[src/rtl/ppsc_fifo.sv]
// ----------------------------------------------------------------------------
// ppsc_fifo
// Small flop-based queue; DEPTH must be a power of two.
// ----------------------------------------------------------------------------
module ppsc_fifo #(
  parameter int WIDTH = 8,
  parameter int DEPTH = 2,
  localparam int AW = $clog2(DEPTH),
  localparam int CW = $clog2(DEPTH + 1)
) (
  input  logic             clk,
  input  logic             rst_n,
  input  logic             push,
  input  logic [WIDTH-1:0] din,
  output logic             full,
  input  logic             pop,
  output logic [WIDTH-1:0] dout,
  output logic             empty,
  output logic [CW-1:0]    count
);

  logic [WIDTH-1:0] mem_r [DEPTH];
  logic [AW-1:0]    wr_ptr_r, wr_ptr_nxt;
  logic [AW-1:0]    rd_ptr_r, rd_ptr_nxt;
  logic [CW-1:0]    cnt_r, cnt_nxt;
  logic             do_push, do_pop;

  assign full    = (cnt_r == CW'(DEPTH));
  assign empty   = (cnt_r == '0);
  assign count   = cnt_r;
  assign dout    = mem_r[rd_ptr_r];
  assign do_push = push && !full;
  assign do_pop  = pop && !empty;

  always_comb begin
    wr_ptr_nxt = do_push ? wr_ptr_r + AW'(1) : wr_ptr_r;
    rd_ptr_nxt = do_pop ? rd_ptr_r + AW'(1) : rd_ptr_r;
    cnt_nxt    = cnt_r;
    if (do_push && !do_pop) begin
      cnt_nxt = cnt_r + CW'(1);
    end else if (do_pop && !do_push) begin
      cnt_nxt = cnt_r - CW'(1);
    end
  end

  always_ff @(posedge clk) begin
    if (!rst_n) begin
      wr_ptr_r <= '0;
      rd_ptr_r <= '0;
      cnt_r    <= '0;
    end else begin
      wr_ptr_r <= wr_ptr_nxt;
      rd_ptr_r <= rd_ptr_nxt;
      cnt_r    <= cnt_nxt;
    end
  end

  always_ff @(posedge clk) begin
    if (do_push) begin
      mem_r[wr_ptr_r] <= din;
    end
  end

endmodule

[config.mk]
export PLATFORM = sky130hd
export DESIGN_NAME = ppsc_fifo
export DESIGN_NICKNAME = d
export VERILOG_FILES = /design/src/rtl/ppsc_fifo.sv
export SDC_FILE = /design/constraint.sdc
export NUM_CORES = 1
export LEC_CHECK = 0
export ABC_AREA = 1
export BUFFER_PORTS_ARGS = -buffer_cell sky130_fd_sc_hd__buf_2
export CORE_MARGIN = 2
export CORE_UTILIZATION = 50
export CTS_CLUSTER_SIZE = 16
export DETAILED_ROUTE_END_ITERATION = 8
export HOLD_SLACK_MARGIN = 0.15
export PLACE_DENSITY_LB_ADDON = 0.1
export SYNTH_ARGS = -nofsm -noshare
export SYNTH_HDL_FRONTEND = slang
export SYNTH_SLANG_ARGS = --single-unit
[constraint.sdc]
create_clock -name clk -period 2 [get_ports clk]
set_clock_uncertainty 0.05 [all_clocks]
set_input_delay 0.4 -clock clk [delete_from_list [all_inputs] [get_ports clk]]
set_output_delay 0.4 -clock clk [all_outputs]
set_load 0.01 [all_outputs]
==> flow_summary.yaml <==
status:
  status: "complete, no violations"
critical_path:
  cp_slowest_cell: "dfxtp_1"
  worstReg2RegStart: "count[0]$_SDFFE_PN0P_"
  path_buf_inv: 1
  cp_top_family: "flip-flops"
  ff2ff_setup_slack_ns: 0.47
  endpoint_kind: "primary output"
  r2r-end: "count[1]$_SDFFE_PN0P_"
  critPathKind: "flip-flop to primary output"
  startpoint_type: "flip-flop"
  worstPathMaxFanout: 8
  required_ns: 1.55
  reg2reg_depth: 9
  critPathArrivalTime_ns: 1.35
  crit_chain: "mux2_2, buf_2"
  max_stage_delay_ns: 0.55
sta:
  grt_setup_unrepaired: "no"
  setup_violations: 0
  finalSetupTns_ns: 0
  min_period_over_period_pct: 90.1
  fmax_ghz: 0.555
  relSlewSlack_pct: 76.1
  hold_viol: 0
  tightest_slew_ns: 0.358
  maxSlewViolCount: 0
  period_needed_ns: 1.80
  hold_ws_ns: 0.243
routing:
  vias: 531
  ant_nets: 0
  drc: 0
  wire_per_inst_um: 11.9
  dr.pass1.iters: 4
  wl_um: 1280
  drt_iter0_drc: 4
  vias_per_cell: 4.96
cts:
  post_cts_buffers: 0
  clock-root-buffer: "clkbuf_4"
  cts-hold-fix-buffers: 0
  clkSlewWorstSetupHoldPaths_ns: 0.11
  cts_buffers: 3
  tritoncts: "yes"
  clock-sinks: 21
  cts-htree-levels: 1
  clock_latency_ns: 0.29
  cts_resized: 0
  ctsLongestPathBuffers: 2
placement:
  dp_hpwl_um: 956
  placed_cells: 103
  placedInstanceArea_um2: 976
  routabilityCongestion: 0.675
  io_buffers: 23
yosys:
  yosys_warnings: 0
  syn_area_per_cell_um2: 13.2
  ys_seq_area_share_pct: 69.9
  ys_seq_elements: 21
  synth_top_cell_by_area: "edfxtp_1"
  yosysTopAreaCellShare_pct: 57.8
  ys_types: 16
  netlist_area_um2: 831
  synth_fp_nets: 76
  syn_inst: 63
  synthTopCellsByArea: "edfxtp_1 (58%), dfxtp_1 (12%), mux2_2 (11%)"
finish:
  design_area_um2: 1000
  drive_gt1_share_pct: 46.2
  instances_no_fill: 107
  area_delta_synth_final_pct: 20.6
  antenna_cells: 0
  nets: 105
  n_fill_cell: 134
global_route:
  grt_pass1_vias: 514
  track_usage_pct: 14.3
  antenna_found_initial: 0
  grt_max_degree: 12
  grt_overflow_total: 0
  grt_pass1_wl_um: 1980
hold_path:
  hp-start: "din[7]"
  hold_depth: 1
  hold_path.class: "primary input to flip-flop"
  hold_path_end: "mem_r[0][7]$_DFFE_PP_"
pwr:
  p_clk_share_pct: 15.8
  leakage_nw: 0.427
  power_density_nw_per_um2: 1210
  seq_power_share_pct: 51.3
  netSwitchingFraction_pct: 32.8
  peakVddDrop_v: 0.000646
  netSwitchingPower_w: 0.000398
  combPwrFrac_pct: 32.9
  power_w: 0.00121
  p_int_w: 0.000814
die:
  core_area_um2: 1520
  die_x_um: 44.8
  initial_core_util_pct: 54.5
  die_area_um2: 2000
  die_y_um: 44.8
  io_pins: 24
  rows: 14
job:
  maxCapViolCount: 0
[worst max path at each step]
stage | cells after the start | from | to
after floorplan | 9 | count[0]$_SDFFE_PN0P_ | count[1]$_SDFFE_PN0P_
after global placement | 2 | flip-flop | dout[7]
after detailed placement | 9 | count[0]$_SDFFE_PN0P_ | count[1]$_SDFFE_PN0P_
after CTS | 2 | flip-flop | dout[7]
after global routing | 2 | flip-flop | dout[7]
final | 2 | flip-flop | dout[7]
[flip-flops by register name, summed over array words and instances, names as in the netlist, named ones only]
register,count
count,2
mem_r,16
wr_ptr_r,1
rd_ptr_r,1
[power groups by stage]
| stage | Sequential, W | Clock [W] | Combinational (W) |
|---|---|---|---|
| 5_1_grt | 0.000633 | 0.000217 | 0.000445 |
| 6_report | 0.000622 | 0.000191 | 0.000399 |
| 2_1_floorplan | 0.000616 | 0 | 0.000272 |
| 4_1_cts | 0.000623 | 0.000199 | 0.000403 |
| 3_5_place_dp | 0.000633 | 0 | 0.000402 |
| 3_3_place_gp | 0.000627 | 0 | 0.000390 |
[area by class of cell]
type	count	area (µm²)	share of cell area, %
inverter	9	33.8	3.37
sequential	21	581	57.9
multi-input combinational	32	211	21.1
timing repair buffer	25	130	13.0
tap	16	20.0	2.00
clock buffer	4	26.3	2.62
[cell usage in the layout (no fill, tap or decap), types with 2 or more instances in the layout]
cell,synthesis,layout
buf_2,1,23
inv_1,6,6
inv_2,3,3
dfxtp_1,5,5
mux2_2,8,8
o21ai_1,2,2
edfxtp_1,16,16
clkbuf_4,0,3
nor2_1,9,9
nand2_1,6,6
buf_4,0,2
[synthesized netlist by cell type]
library cell  number
buf_2              1
nor2_4             1
mux2_2             8
inv_1              6
nor2_2             1
nand3_1            1
o21ai_1            2
inv_2              3
nor2_1             9
dfxtp_1            5
nand4_1            1
ha_1               1
a21oi_1            1
o21ai_2            1
nand2_1            6
edfxtp_1          16
[cell families after synthesis]
logic type / synth area share (%)
compound gates: 2.86
fa+ha+maj: 1.51
buf+inv: 4.67
flops: 69.9
mux: 10.8
simple gates: 10.2
[per-stage QoR]
stage	setup slack, ns	utilization (%)
finish	0.197	65.8
detailed placement	0.499	64.0
global placement	0.516	64.0
global route	0.118	65.8
CTS	0.172	65.8
floorplan	0.542	-
[worst reg2reg max path, delay by kind of cell (launching register included)]
kind,cells,cell delay (ns)
simple gates,5,0.46
buf+inv,3,0.21
flops,1,0.52
fa+ha+maj,1,0.26
[metal layers]
layer	global-route usage [%]	part of all wire, %	wire length, µm
met5	0	0	0
met4	7.27	1.8	23
met3	3.60	5.4	69
met2	25.5	51	650
met1	15.5	42	535
Power figures use the tool's default switching activity.
