==> config.mk <==
export PLATFORM = sky130hd
export DESIGN_NAME = ppsc_front
export DESIGN_NICKNAME = d
export VERILOG_FILES = /design/src/rtl/ppsc_pkg.sv /design/src/rtl/ppsc_front.sv
export SDC_FILE = /design/constraint.sdc
export NUM_CORES = 1
export LEC_CHECK = 0
export BUFFER_PORTS_ARGS = -buffer_cell sky130_fd_sc_hd__buf_2
export CAP_MARGIN = 20
export CORE_MARGIN = 1
export CORE_UTILIZATION = 44
export DETAILED_ROUTE_END_ITERATION = 8
export PLACE_DENSITY = 0.9
export SLEW_MARGIN = 0
export SYNTH_ARGS = -nofsm -noshare
export SYNTH_HDL_FRONTEND = slang
export SYNTH_SLANG_ARGS = --single-unit
==> constraint.sdc <==
create_clock -name vclk -period 3.35
set_input_delay 0.1675 -clock vclk [all_inputs]
set_output_delay 0.1675 -clock vclk [all_outputs]
set_load 0.005 [all_outputs]
==> src/rtl/ppsc_pkg.sv <==
// ----------------------------------------------------------------------------
// ppsc_pkg
// Shared types and constants for the packet statistics counter block.
// ----------------------------------------------------------------------------
package ppsc_pkg;

  // verdict codes
  localparam logic [1:0] VERDICT_OK    = 2'd0;
  localparam logic [1:0] VERDICT_FRAG  = 2'd1;
  localparam logic [1:0] VERDICT_CKSUM = 2'd2;
  localparam logic [1:0] VERDICT_DROP  = 2'd3;

  // packet kind codes
  localparam logic [1:0] KIND_IN    = 2'd0;
  localparam logic [1:0] KIND_OUT   = 2'd1;
  localparam logic [1:0] KIND_BCAST = 2'd2;

  // layer-3 codes
  localparam logic [1:0] L3_IPV4 = 2'd0;
  localparam logic [1:0] L3_IPV6 = 2'd1;

  // transport protocol numbers
  localparam logic [7:0] PROTO_ICMP  = 8'd1;
  localparam logic [7:0] PROTO_TCP   = 8'd6;
  localparam logic [7:0] PROTO_UDP   = 8'd17;
  localparam logic [7:0] PROTO_ICMP6 = 8'd58;

  // counter groups
  localparam logic [3:0] GRP_TOTAL = 4'd0;
  localparam logic [3:0] GRP_IPV4  = 4'd1;
  localparam logic [3:0] GRP_IPV6  = 4'd2;
  localparam logic [3:0] GRP_NONIP = 4'd3;
  localparam logic [3:0] GRP_BCAST = 4'd4;
  localparam logic [3:0] GRP_TCP   = 4'd5;
  localparam logic [3:0] GRP_UDP   = 4'd6;
  localparam logic [3:0] GRP_ICMP  = 4'd7;
  localparam logic [3:0] GRP_OTHER = 4'd8;
  localparam logic [3:0] GRP_BAD   = 4'd9;

  // counter fields
  localparam logic [2:0] FLD_BYTES     = 3'd1;
  localparam logic [2:0] FLD_IN_PKTS   = 3'd2;
  localparam logic [2:0] FLD_OUT_PKTS  = 3'd4;
  localparam logic [2:0] FLD_OUT_BYTES = 3'd5;

  localparam logic [16:0] V6_HDR_BYTES = 17'd40;

  // row stores: "all" rows one per group, directional rows two per group except the bad group
  localparam int A_ROWS  = 10;
  localparam int A_AW    = 4;
  localparam int B_ROWS  = 18;
  localparam int B_AW    = 5;
  localparam int LEN_W   = 17;
  localparam int OPS_MAX = 4;

  localparam int JOB_DEPTH = 2;
  localparam int RES_DEPTH = 4;

  typedef struct packed {
    logic        mode;
    logic [1:0]  verdict;
    logic [1:0]  pkt_kind;
    logic [15:0] frame_len;
    logic [1:0]  l3_type;
    logic [15:0] ipv4_total_len;
    logic [15:0] ipv6_payload_len;
    logic [7:0]  ip_proto;
    logic [3:0]  counter_group;
    logic [2:0]  counter_field;
  } in_t;

  typedef struct packed {
    logic        counted;
    logic        checksum_bad;
    logic [63:0] read_value;
  } out_t;

  typedef struct packed {
    logic [3:0]       grp;
    logic [LEN_W-1:0] len;
  } op_t;

  typedef struct packed {
    logic                    is_read;
    logic                    counted;
    logic                    cksum_bad;
    logic                    outgoing;
    logic [2:0]              nops;
    op_t [OPS_MAX-1:0]       ops;
    logic                    rd_ok;
    logic                    rd_dir;
    logic                    rd_out;
    logic                    rd_bytes;
    logic [3:0]              rd_grp;
  } job_t;

endpackage

==> src/rtl/ppsc_front.sv <==
// ----------------------------------------------------------------------------
// ppsc_front
// Classifies one item into a job: the list of counter groups to bump with
// their byte counts, or the location of one counter to read.
// ----------------------------------------------------------------------------
module ppsc_front (
  input  ppsc_pkg::in_t  item,
  output ppsc_pkg::job_t job
);

  always_comb begin
    logic [2:0]       n;
    logic             transport;
    logic [ppsc_pkg::LEN_W-1:0] flen;
    logic [ppsc_pkg::LEN_W-1:0] iplen;

    job       = '0;
    n         = '0;
    transport = 1'b0;
    flen      = ppsc_pkg::LEN_W'(item.frame_len);
    iplen     = '0;

    if (item.mode) begin
      job.is_read  = 1'b1;
      job.rd_grp   = item.counter_group;
      job.rd_dir   = (item.counter_field >= ppsc_pkg::FLD_IN_PKTS);
      job.rd_out   = (item.counter_field >= ppsc_pkg::FLD_OUT_PKTS);
      job.rd_bytes = item.counter_field[0];
      job.rd_ok    = ((item.counter_group <= ppsc_pkg::GRP_OTHER) &&
                      (item.counter_field <= ppsc_pkg::FLD_OUT_BYTES)) ||
                     ((item.counter_group == ppsc_pkg::GRP_BAD) &&
                      (item.counter_field <= ppsc_pkg::FLD_BYTES));
    end else if (item.verdict != ppsc_pkg::VERDICT_DROP) begin
      job.counted  = 1'b1;
      job.outgoing = (item.pkt_kind == ppsc_pkg::KIND_OUT);

      job.ops[n[1:0]] = '{grp: ppsc_pkg::GRP_TOTAL, len: flen};
      n = n + 3'd1;
      if (item.pkt_kind == ppsc_pkg::KIND_BCAST) begin
        job.ops[n[1:0]] = '{grp: ppsc_pkg::GRP_BCAST, len: flen};
        n = n + 3'd1;
      end

      if (item.l3_type == ppsc_pkg::L3_IPV4) begin
        if (item.verdict == ppsc_pkg::VERDICT_CKSUM) begin
          job.ops[n[1:0]] = '{grp: ppsc_pkg::GRP_BAD, len: flen};
          n = n + 3'd1;
          job.cksum_bad = 1'b1;
        end else begin
          iplen = ppsc_pkg::LEN_W'(item.ipv4_total_len);
          job.ops[n[1:0]] = '{grp: ppsc_pkg::GRP_IPV4, len: iplen};
          n = n + 3'd1;
          transport = 1'b1;
        end
      end else if (item.l3_type == ppsc_pkg::L3_IPV6) begin
        iplen = ppsc_pkg::LEN_W'(item.ipv6_payload_len) + ppsc_pkg::V6_HDR_BYTES;
        job.ops[n[1:0]] = '{grp: ppsc_pkg::GRP_IPV6, len: iplen};
        n = n + 3'd1;
        transport = 1'b1;
      end else begin
        job.ops[n[1:0]] = '{grp: ppsc_pkg::GRP_NONIP, len: flen};
        n = n + 3'd1;
      end

      if (transport) begin
        case (item.ip_proto)
          ppsc_pkg::PROTO_TCP:
            job.ops[n[1:0]] = '{grp: ppsc_pkg::GRP_TCP, len: iplen};
          ppsc_pkg::PROTO_UDP:
            job.ops[n[1:0]] = '{grp: ppsc_pkg::GRP_UDP, len: iplen};
          ppsc_pkg::PROTO_ICMP, ppsc_pkg::PROTO_ICMP6:
            job.ops[n[1:0]] = '{grp: ppsc_pkg::GRP_ICMP, len: iplen};
          default:
            job.ops[n[1:0]] = '{grp: ppsc_pkg::GRP_OTHER, len: iplen};
        endcase
        n = n + 3'd1;
      end
      job.nops = n;
    end
  end

endmodule

==> results of run 1 <==
## synth_stat cells, drive strengths merged, types with 8 or more instances
| cell type | count | area [µm²] |
|---|---|---|
| a211oi | 16 | 125 |
| a21oi | 20 | 100 |
| a22oi | 10 | 75.1 |
| and2 | 25 | 156 |
| buf | 22 | 128 |
| clkbuf | 10 | 37.5 |
| inv | 8 | 30.0 |
| nand2 | 37 | 141 |
| nand3 | 9 | 45.0 |
| nor2 | 48 | 183 |
| nor3 | 11 | 65.1 |
| o21ai | 15 | 78.8 |
| o221ai | 8 | 70.1 |
| o22ai | 9 | 56.3 |
## stage by stage
step / instances / area [µm²] / hold WS, ps
3_3_place_gp: 524 / 2790 / 583
3_5_place_dp: 524 / 2790 / 579
5_1_grt: 524 / 2790 / 600
4_1_cts: 524 / 2790 / 581
6_report: 524 / 2790 / 579
2_1_floorplan: 334 / 2030 / 368
## area by class of cell
| type | instances | area (µm²) |
|---|---|---|
| fillers | 427 | 1590 |
| inverters | 8 | 30.0 |
| multi-input cells | 294 | 1830 |
| well taps | 52 | 65.1 |
| repair buffers | 170 | 866 |
## metal layers
layer / share of wire, % / vias up
met1: 38 / 1461
met5: 0 / -
met3: 9.7 / 30
met4: 2.3 / 0
met2: 50 / 221
li1: - / 1503
## worst min-delay path by stage
stage | startpoint | to | slack (ps) | cells past startpoint
floorplan | item[66] | job[95] | 370 | 1
global placement | item[66] | job[95] | 580 | 3
detailed placement | item[66] | job[95] | 580 | 3
CTS | item[66] | job[95] | 580 | 3
global route | item[66] | job[95] | 600 | 3
finish | item[66] | job[95] | 580 | 3
## report_power, final
part / internal [mW] / leakage (nW) / switching, mW / total [mW]
registers: 0 / 0 / 0 / 0
logic: 0.139 / 1.43 / 0.205 / 0.343
clock network: 0 / 0 / 0 / 0
## worst min-delay path, stage by stage
cell and delay (ps):
buf_2 90, nor3b_1 40, buf_2 120
## logic make-up after synthesis
kind of cell | Yosys count
and+or+nand+nor | 159
AOI/OAI and AO/OA | 107
buffers and inverters | 40
xor gates and xnor gates | 11
muxes | 9
adders and majority gates | 3
other | 1
==> Implementation_results.wiki, run 1 <==
{| class="wikitable"
! Metric !! Value
|-
| Number of sequential cells || 0
|-
| Largest net degree at the start of global routing || 25
|-
| Worst voltage drop across the vdd grid || 61.4 µV
|-
| Leading cell types in the layout, fill and taps excluded || buf_2 (164), nor2_1 (47), nand2_1 (36)
|-
| Number of slew-limit violations in the final report || 0
|-
| Number of antenna violations at the first check in global routing || 0
|-
| First-pass GRT wire length || 13.8 mm
|-
| Total core area || 4380 µm²
|-
| Number of nets in the final layout || 547
|-
| Syn avg cell area || 6.10 µm²
|-
| Hold WC Path Type || input pin to output pin
|-
| Number of clock buffer instances in the layout || 0
|-
| Share of the clock period used by the worst path after layout || 75.4%
|-
| Power density cells || 123 nW/µm²
|-
| Vias after detailed routing || 3,215
|-
| RSZ-0062 raised after global routing || false
|-
| Fraction of the mapped netlist area in adder cells || 1.87%
|-
| Fraction of layout cells with a size suffix above 1 || 40.3%
|-
| Outcome || completed
|-
| CP max FO || 24
|-
| Maximum single-stage delay on the critical path || 500 ps
|-
| Compound-gate portion of the synthesized area || 37.7%
|-
| Remaining Overflow, GRT || 0
|-
| Initial cell density of the core || 45.9%
|-
| Power consumption || 0.343 mW
|-
| Horizontal extent of the die || 69.6 µm
|-
| Synth Cell Area || 2010 µm²
|-
| Final weighted congestion in routability-driven placement || 0.881
|-
| CP Launch Type || input pin
|-
| Setup total negative slack || 0 ps
|-
| Worst Path Required || 3180 ps
|-
| Post-CTS Resized || 0
|-
| Least-Margin Pin Slew || 805 ps
|-
| Kind of critical path || input pin to output pin
|-
| Hpwl dp || 6.65 mm
|-
| Rows || 24
|-
| Sequential-to-total area share from yosys stat || 0%
|-
| Met3 global-route usage || 3.63%
|-
| Final cell utilization of the core || 63.7%
|-
| Sequential cell area in the final layout || 0 µm²
|-
| Antenna-violating nets left || 0
|-
| Die area || 4850 µm²
|-
| Mapped Cells || 330
|-
| Final hold violation count || 0
|-
| Ports || 169
|-
| Post-synthesis simple-gate area fraction || 40.7%
|-
| Met1 Use GR || 42.3%
|-
| Parity-gate share of the synthesized area counting xor and xnor cells || 5.16%
|-
| Buffers & Inverters on Critical Path || 4
|-
| Routing usage on met2 || 60.7%
|-
| Max-Slew Margin vs Limit || 46.1%
|-
| Critical Path Stages || 8
|-
| Data arrival time of the worst path || 2360 ps
|-
| Vertical extent of the die || 69.6 µm
|-
| Total inserted antenna cells || 0
|-
| Finish-stage setup viols || 0
|-
| Capturing element type of the critical path || output pin
|-
| DRC violation count after routing || 0
|-
| Layer with the highest usage after global routing || met2
|-
| Maximum clock frequency || 396 MHz
|-
| Cell family contributing the most delay on the critical path || simple AND/OR/NAND/NOR gates
|-
| Number of buffers added on ports || 164
|-
| Post-CTS repair timing setup buffer count || 0
|-
| Count of max-cap constraint violations || 0
|-
| Worst setup path start || item[69]
|-
| Aggregate global-route resource usage || 33.8%
|-
| Count of cell types in the netlist || 60
|-
| Synthesis-to-finish area growth || 38.8%
|-
| Crit-path slowest cell || nand2_1
|-
| Worst-path cell chain || buf_2 -> a21o_1 -> inv_2 -> nand2_1 -> inv_2 -> nand2_1 -> nor4b_1 -> buf_2
|-
| Number of detailed-route iterations in the first pass || 8
|-
| Crit path capture || job[88]
|-
| Post-synthesis mux area share || 4.66%
|-
| Detailed-route wire length per cell || 16.7 µm
|-
| Vias in the first global route || 2,900
|-
| Most common library cell in the layout ignoring fill and taps || buf_2
|-
| Leakage || 1.43 nW
|-
| Yosys warns || 0
|-
| Routed Wire Length || 8.73 mm
|-
| Placement-stage worst setup slack || 878 ps
|-
| Time the final worst path needs with I/O delays and setup || 2530 ps
|-
| Final worst setup slack || 824 ps
|-
| DRT iter0 DRCs || 465
|-
| Ratio of routed vias to standard cells || 6.14
|-
| Main combinational cell family by area after synthesis || simple AND/OR/NAND/NOR gates
|-
| Number of buffers added to fix hold violations after cts || 0
|}
Power figures use the tool's default switching activity.
==> inputs of run 2 (changes only) <==
Settings changed: CORE_UTILIZATION 44 to 41, PLACE_DENSITY 0.9 to 0.85.
Clock period 3.35 ns to 2.48 ns, I/O delays scaled along.
==> run 2 against run 1 <==
Global-route usage decreased by 1.6 points. Combinational power increased by 39%. Final area increased by 3.4%. Utilization decreased by 2.6 points. Via count increased by 1.4%. Critical endpoint is now job[58]. Clock-buffer cell count unchanged. Worst setup slack got worse by 460 ps. Sequential share of layout area unchanged. Non-clock buffer count increased by 10. Sequential cell count unchanged. Die area increased by 7.1%. Final cell count increased by 4.8%.
==> Implementation_results.wiki, run 2 (synthesis gave the netlist of run 1 again) <==
{| class="wikitable"
! Metric !! Value
|-
| Antenna-violating nets left || 0
|-
| Number of buffers added to fix hold violations after cts || 0
|-
| Post-CTS Resized || 0
|-
| Synthesis-to-finish area growth || 43.5%
|-
| Rows || 25
|-
| Largest net degree at the start of global routing || 22
|-
| CP max FO || 14
|-
| Hold WC Path Type || input pin to output pin
|-
| Final hold violation count || 0
|-
| Total inserted antenna cells || 0
|-
| Initial cell density of the core || 42.6%
|-
| Remaining Overflow, GRT || 0
|-
| Data arrival time of the worst path || 1990 ps
|-
| Sequential cell area in the final layout || 0 µm²
|-
| Number of antenna violations at the first check in global routing || 0
|-
| Number of buffers added on ports || 164
|-
| CP Launch Type || input pin
|-
| Setup total negative slack || 0 ps
|-
| Final cell utilization of the core || 61.1%
|-
| Kind of critical path || input pin to output pin
|-
| Area after DPL || 2890 µm²
|-
| Count of max-cap constraint violations || 0
|-
| Dpl cells || 549
|-
| Number of slew-limit violations in the final report || 0
|-
| RSZ-0062 raised after global routing || false
|-
| DRC violation count after routing || 0
|-
| Number of clock buffer instances in the layout || 0
|-
| Hpwl dp || 7.01 mm
|-
| Worst Path Required || 2360 ps
|-
| Outcome || completed
|-
| Share of the clock period used by the worst path after layout || 85.4%
|-
| Worst voltage drop across the vdd grid || 85.8 µV
|-
| Most common library cell in the layout ignoring fill and taps || buf_2
|-
| Maximum clock frequency || 472 MHz
|-
| Vias in the first global route || 2,834
|-
| Number of sequential cells || 0
|-
| Final instance area || 2890 µm²
|-
| Vertical extent of the die || 72.1 µm
|-
| DRT iter0 DRCs || 398
|-
| Detailed-route wire length per cell || 16.2 µm
|-
| Leading cell types in the layout, fill and taps excluded || buf_2 (164), nor2_1 (47), nand2_1 (36)
|-
| Number of nets in the final layout || 557
|-
| Hold Path End || job[95]
|-
| Leakage || 1.48 nW
|-
| Horizontal extent of the die || 72.1 µm
|-
| Post-CTS repair timing setup buffer count || 0
|-
| Min-Delay Startpoint || item[66]
|-
| Total core area || 4720 µm²
|-
| Ports || 169
|-
| Final weighted congestion in routability-driven placement || 0.937
|-
| Ratio of routed vias to standard cells || 5.94
|-
| Max-Slew Margin vs Limit || 40.2%
|-
| Aggregate global-route resource usage || 32.2%
|-
| Die area || 5190 µm²
|-
| Finish-stage setup viols || 0
|-
| Capturing element type of the critical path || output pin
|-
| First-pass GRT wire length || 13.5 mm
|-
| Vias after detailed routing || 3,259
|-
| Time the final worst path needs with I/O delays and setup || 2120 ps
|-
| Worst hold path depth || 3
|-
| Power density cells || 166 nW/µm²
|-
| Routed Wire Length || 8.88 mm
|-
| Number of detailed-route iterations in the first pass || 5
|-
| Least-Margin Pin Slew || 893 ps
|-
| Fraction of layout cells with a size suffix above 1 || 41.5%
|-
| Final instance count without filler cells || 549
|}
## run 2: cell types whose count changed in the layout (fill, tap and decap cells not counted), sizes merged
cell | previous run | this run
buf | 170 | 180
## run 2: critical path: stages
cell	delay, ps
buf_2	170
nor2_1	700
nand2_1	380
o221ai_1	260
o31a_1	170
a21oi_1	40
buf_2	140
## run 2: worst max-delay path by stage
stage                          to  depth (start not counted)      from  slack [ps]
after floorplan           job[42]                          6  item[18]        1010
after detailed placement  job[58]                          7  item[48]         400
after global placement    job[57]                          7  item[48]         440
final                     job[58]                          7  item[48]         360
after CTS                 job[58]                          7  item[48]         400
after global routing      job[58]                          7  item[47]         300
## run 2: final cells by class
| class | instances | area (µm²) |
|---|---|---|
| fillers | 470 | 1840 |
| multi-input cells | 294 | 1830 |
| repair buffers | 180 | 941 |
| well taps | 67 | 83.8 |
| inverters | 8 | 30.0 |
## run 2: power by group
part	switching (mW)	leakage, nW	internal, mW
sequential	0	0	0
clock	0	0	0
combinational	0.280	1.48	0.198
total	0.280	1.48	0.198
## run 2: through the flow
stage | total power [mW] | hold slack (ps) | worst slack (ps)
after detailed placement | 0.469 | 512 | 405
after global routing | 0.521 | 522 | 304
final | 0.478 | 506 | 363
after CTS | 0.470 | 512 | 405
after floorplan | 0.256 | 281 | 1010
after global placement | 0.462 | 508 | 444
## run 2: routing by layer
layer | wire length (µm) | vias up | track usage [%]
met5 | 0 | - | 0
met4 | 187 | 0 | 8.28
met3 | 934 | 23 | 3.61
met2 | 4300 | 235 | 57.5
met1 | 3460 | 1472 | 41.1
li1 | - | 1529 | -
==> inputs of run 3 (changes only) <==
Settings changed: CORE_UTILIZATION 41 to 38, PLACE_DENSITY 0.85 to 0.79, REMOVE_ABC_BUFFERS from default to 1.
==> run 3 against run 2 <==
Utilization shrank 5.0 points. Routed wire length shrank 1.9%. Power shrank 1.7%. First-iteration DRC count shrank 34%. Critical path depth grew 1. Sequential cell count is the same. Final cell count is the same. Worst setup slack gained 34 ps. Final area shrank 0.65%.
==> Implementation_results.wiki, run 3 (synthesis gave the netlist of run 1 again) <==
{| class="wikitable"
! Metric !! Value
|-
| Hold WC Path Type || input pin to output pin
|-
| Final weighted congestion in routability-driven placement || 0.945
|-
| DRT iter0 DRCs || 261
|-
| Final cell utilization of the core || 56.1%
|-
| Kind of critical path || input pin to output pin
|-
| Number of detailed-route iterations in the first pass || 5
|-
| Placement-stage worst setup slack || 447 ps
|-
| Power density cells || 164 nW/µm²
|-
| CP Launch Type || input pin
|-
| Worst hold path depth || 3
|-
| Data arrival time of the worst path || 1960 ps
|-
| Most common library cell in the layout ignoring fill and taps || buf_2
|-
| Worst Path Required || 2360 ps
|-
| Routed Wire Length || 8.71 mm
|-
| Finish-stage setup viols || 0
|-
| Final hold violation count || 0
|-
| Vias in the first global route || 2,697
|-
| Horizontal extent of the die || 74.8 µm
|-
| RSZ-0062 raised after global routing || false
|-
| Share of the clock period used by the worst path after layout || 84.0%
|-
| Number of antenna violations at the first check in global routing || 0
|-
| Setup total negative slack || 0 ps
|-
| Time the final worst path needs with I/O delays and setup || 2080 ps
|-
| Ratio of routed vias to standard cells || 5.77
|-
| DRC violation count after routing || 0
|-
| Post-CTS repair timing setup buffer count || 0
|-
| Antenna-violating nets left || 0
|-
| Area after DPL || 2870 µm²
|-
| Number of buffers added on ports || 164
|-
| Least-Margin Pin Slew || 639 ps
|-
| Number of clock buffer instances in the layout || 0
|-
| Ports || 169
|-
| Outcome || completed
|-
| Final worst setup slack || 397 ps
|-
| Largest net degree at the start of global routing || 24
|-
| Detailed-route wire length per cell || 15.9 µm
|-
| Die area || 5590 µm²
|-
| Hpwl dp || 6.81 mm
|-
| Aggregate global-route resource usage || 29.3%
|-
| Number of sequential cells || 0
|-
| Capturing element type of the critical path || output pin
|-
| Leakage || 1.46 nW
|-
| Synthesis-to-finish area growth || 42.5%
|-
| Vertical extent of the die || 74.8 µm
|-
| Leading cell types in the layout, fill and taps excluded || buf_2 (164), nor2_1 (47), nand2_1 (36)
|-
| Worst hold margin || 493 ps
|-
| Total inserted antenna cells || 0
|-
| Sequential cell area in the final layout || 0 µm²
|-
| Count of max-cap constraint violations || 0
|-
| Vias after detailed routing || 3,169
|-
| Number of slew-limit violations in the final report || 0
|-
| First-pass GRT wire length || 13.0 mm
|-
| Initial cell density of the core || 39.4%
|-
| Number of nets in the final layout || 554
|-
| Post-CTS Resized || 0
|-
| Max-Slew Margin vs Limit || 57.3%
|-
| Maximum clock frequency || 480 MHz
|-
| Fraction of layout cells with a size suffix above 1 || 41.1%
|-
| Number of buffers added to fix hold violations after cts || 0
|-
| Remaining Overflow, GRT || 0
|-
| Worst voltage drop across the vdd grid || 80.4 µV
|-
| Rows || 26
|-
| Final instance area || 2870 µm²
|-
| Total core area || 5110 µm²
|-
| CP max FO || 12
|-
| Fillcell total || 531
|}
-- run 3: changes by cell type in the layout (fill, tap and decap cells not counted) --
| cell | delta |
|---|---|
| buf_4 | -3 |
-- run 3: per-layer routing --
| layer | GRT usage [%] | vias up | part of all wire [%] |
|---|---|---|---|
| met5 | 0 | - | 0 |
| met4 | 6.29 | 0 | 1.6 |
| met3 | 2.81 | 14 | 9.7 |
| met2 | 50.7 | 206 | 48 |
| met1 | 39.4 | 1438 | 41 |
| li1 | - | 1511 | - |
-- run 3: critical path: stages --
cell      delay (ps)
buf_2            110
nand2b_1         390
o21ai_2           90
inv_1            200
nand3_1          420
o21a_1           310
a31oi_1          160
buf_2            140
-- run 3: per-stage QoR --
step	std cells	power (mW)
final	549	0.470
after floorplan	302	0.226
after CTS	549	0.463
after global routing	549	0.519
after detailed placement	549	0.461
after global placement	549	0.458
-- run 3: area by class of cell --
cell class                 instances  area, µm²  area share [%]
inverter                           8       30.0            1.05
timing repair buffer             177        918            32.0
tap                               70       87.6            3.05
multi-input combinational        294       1830            63.9
-- run 3: final timing paths --
path                  from      end
hold / removal    item[66]  job[95]
setup / recovery  item[67]  job[59]
-- run 3: power by group --
part | leakage [nW] | switching, mW | internal [mW] | total (mW)
combinational | 1.46 | 0.274 | 0.195 | 0.470
sequential | 0 | 0 | 0 | 0
clock | 0 | 0 | 0 | 0
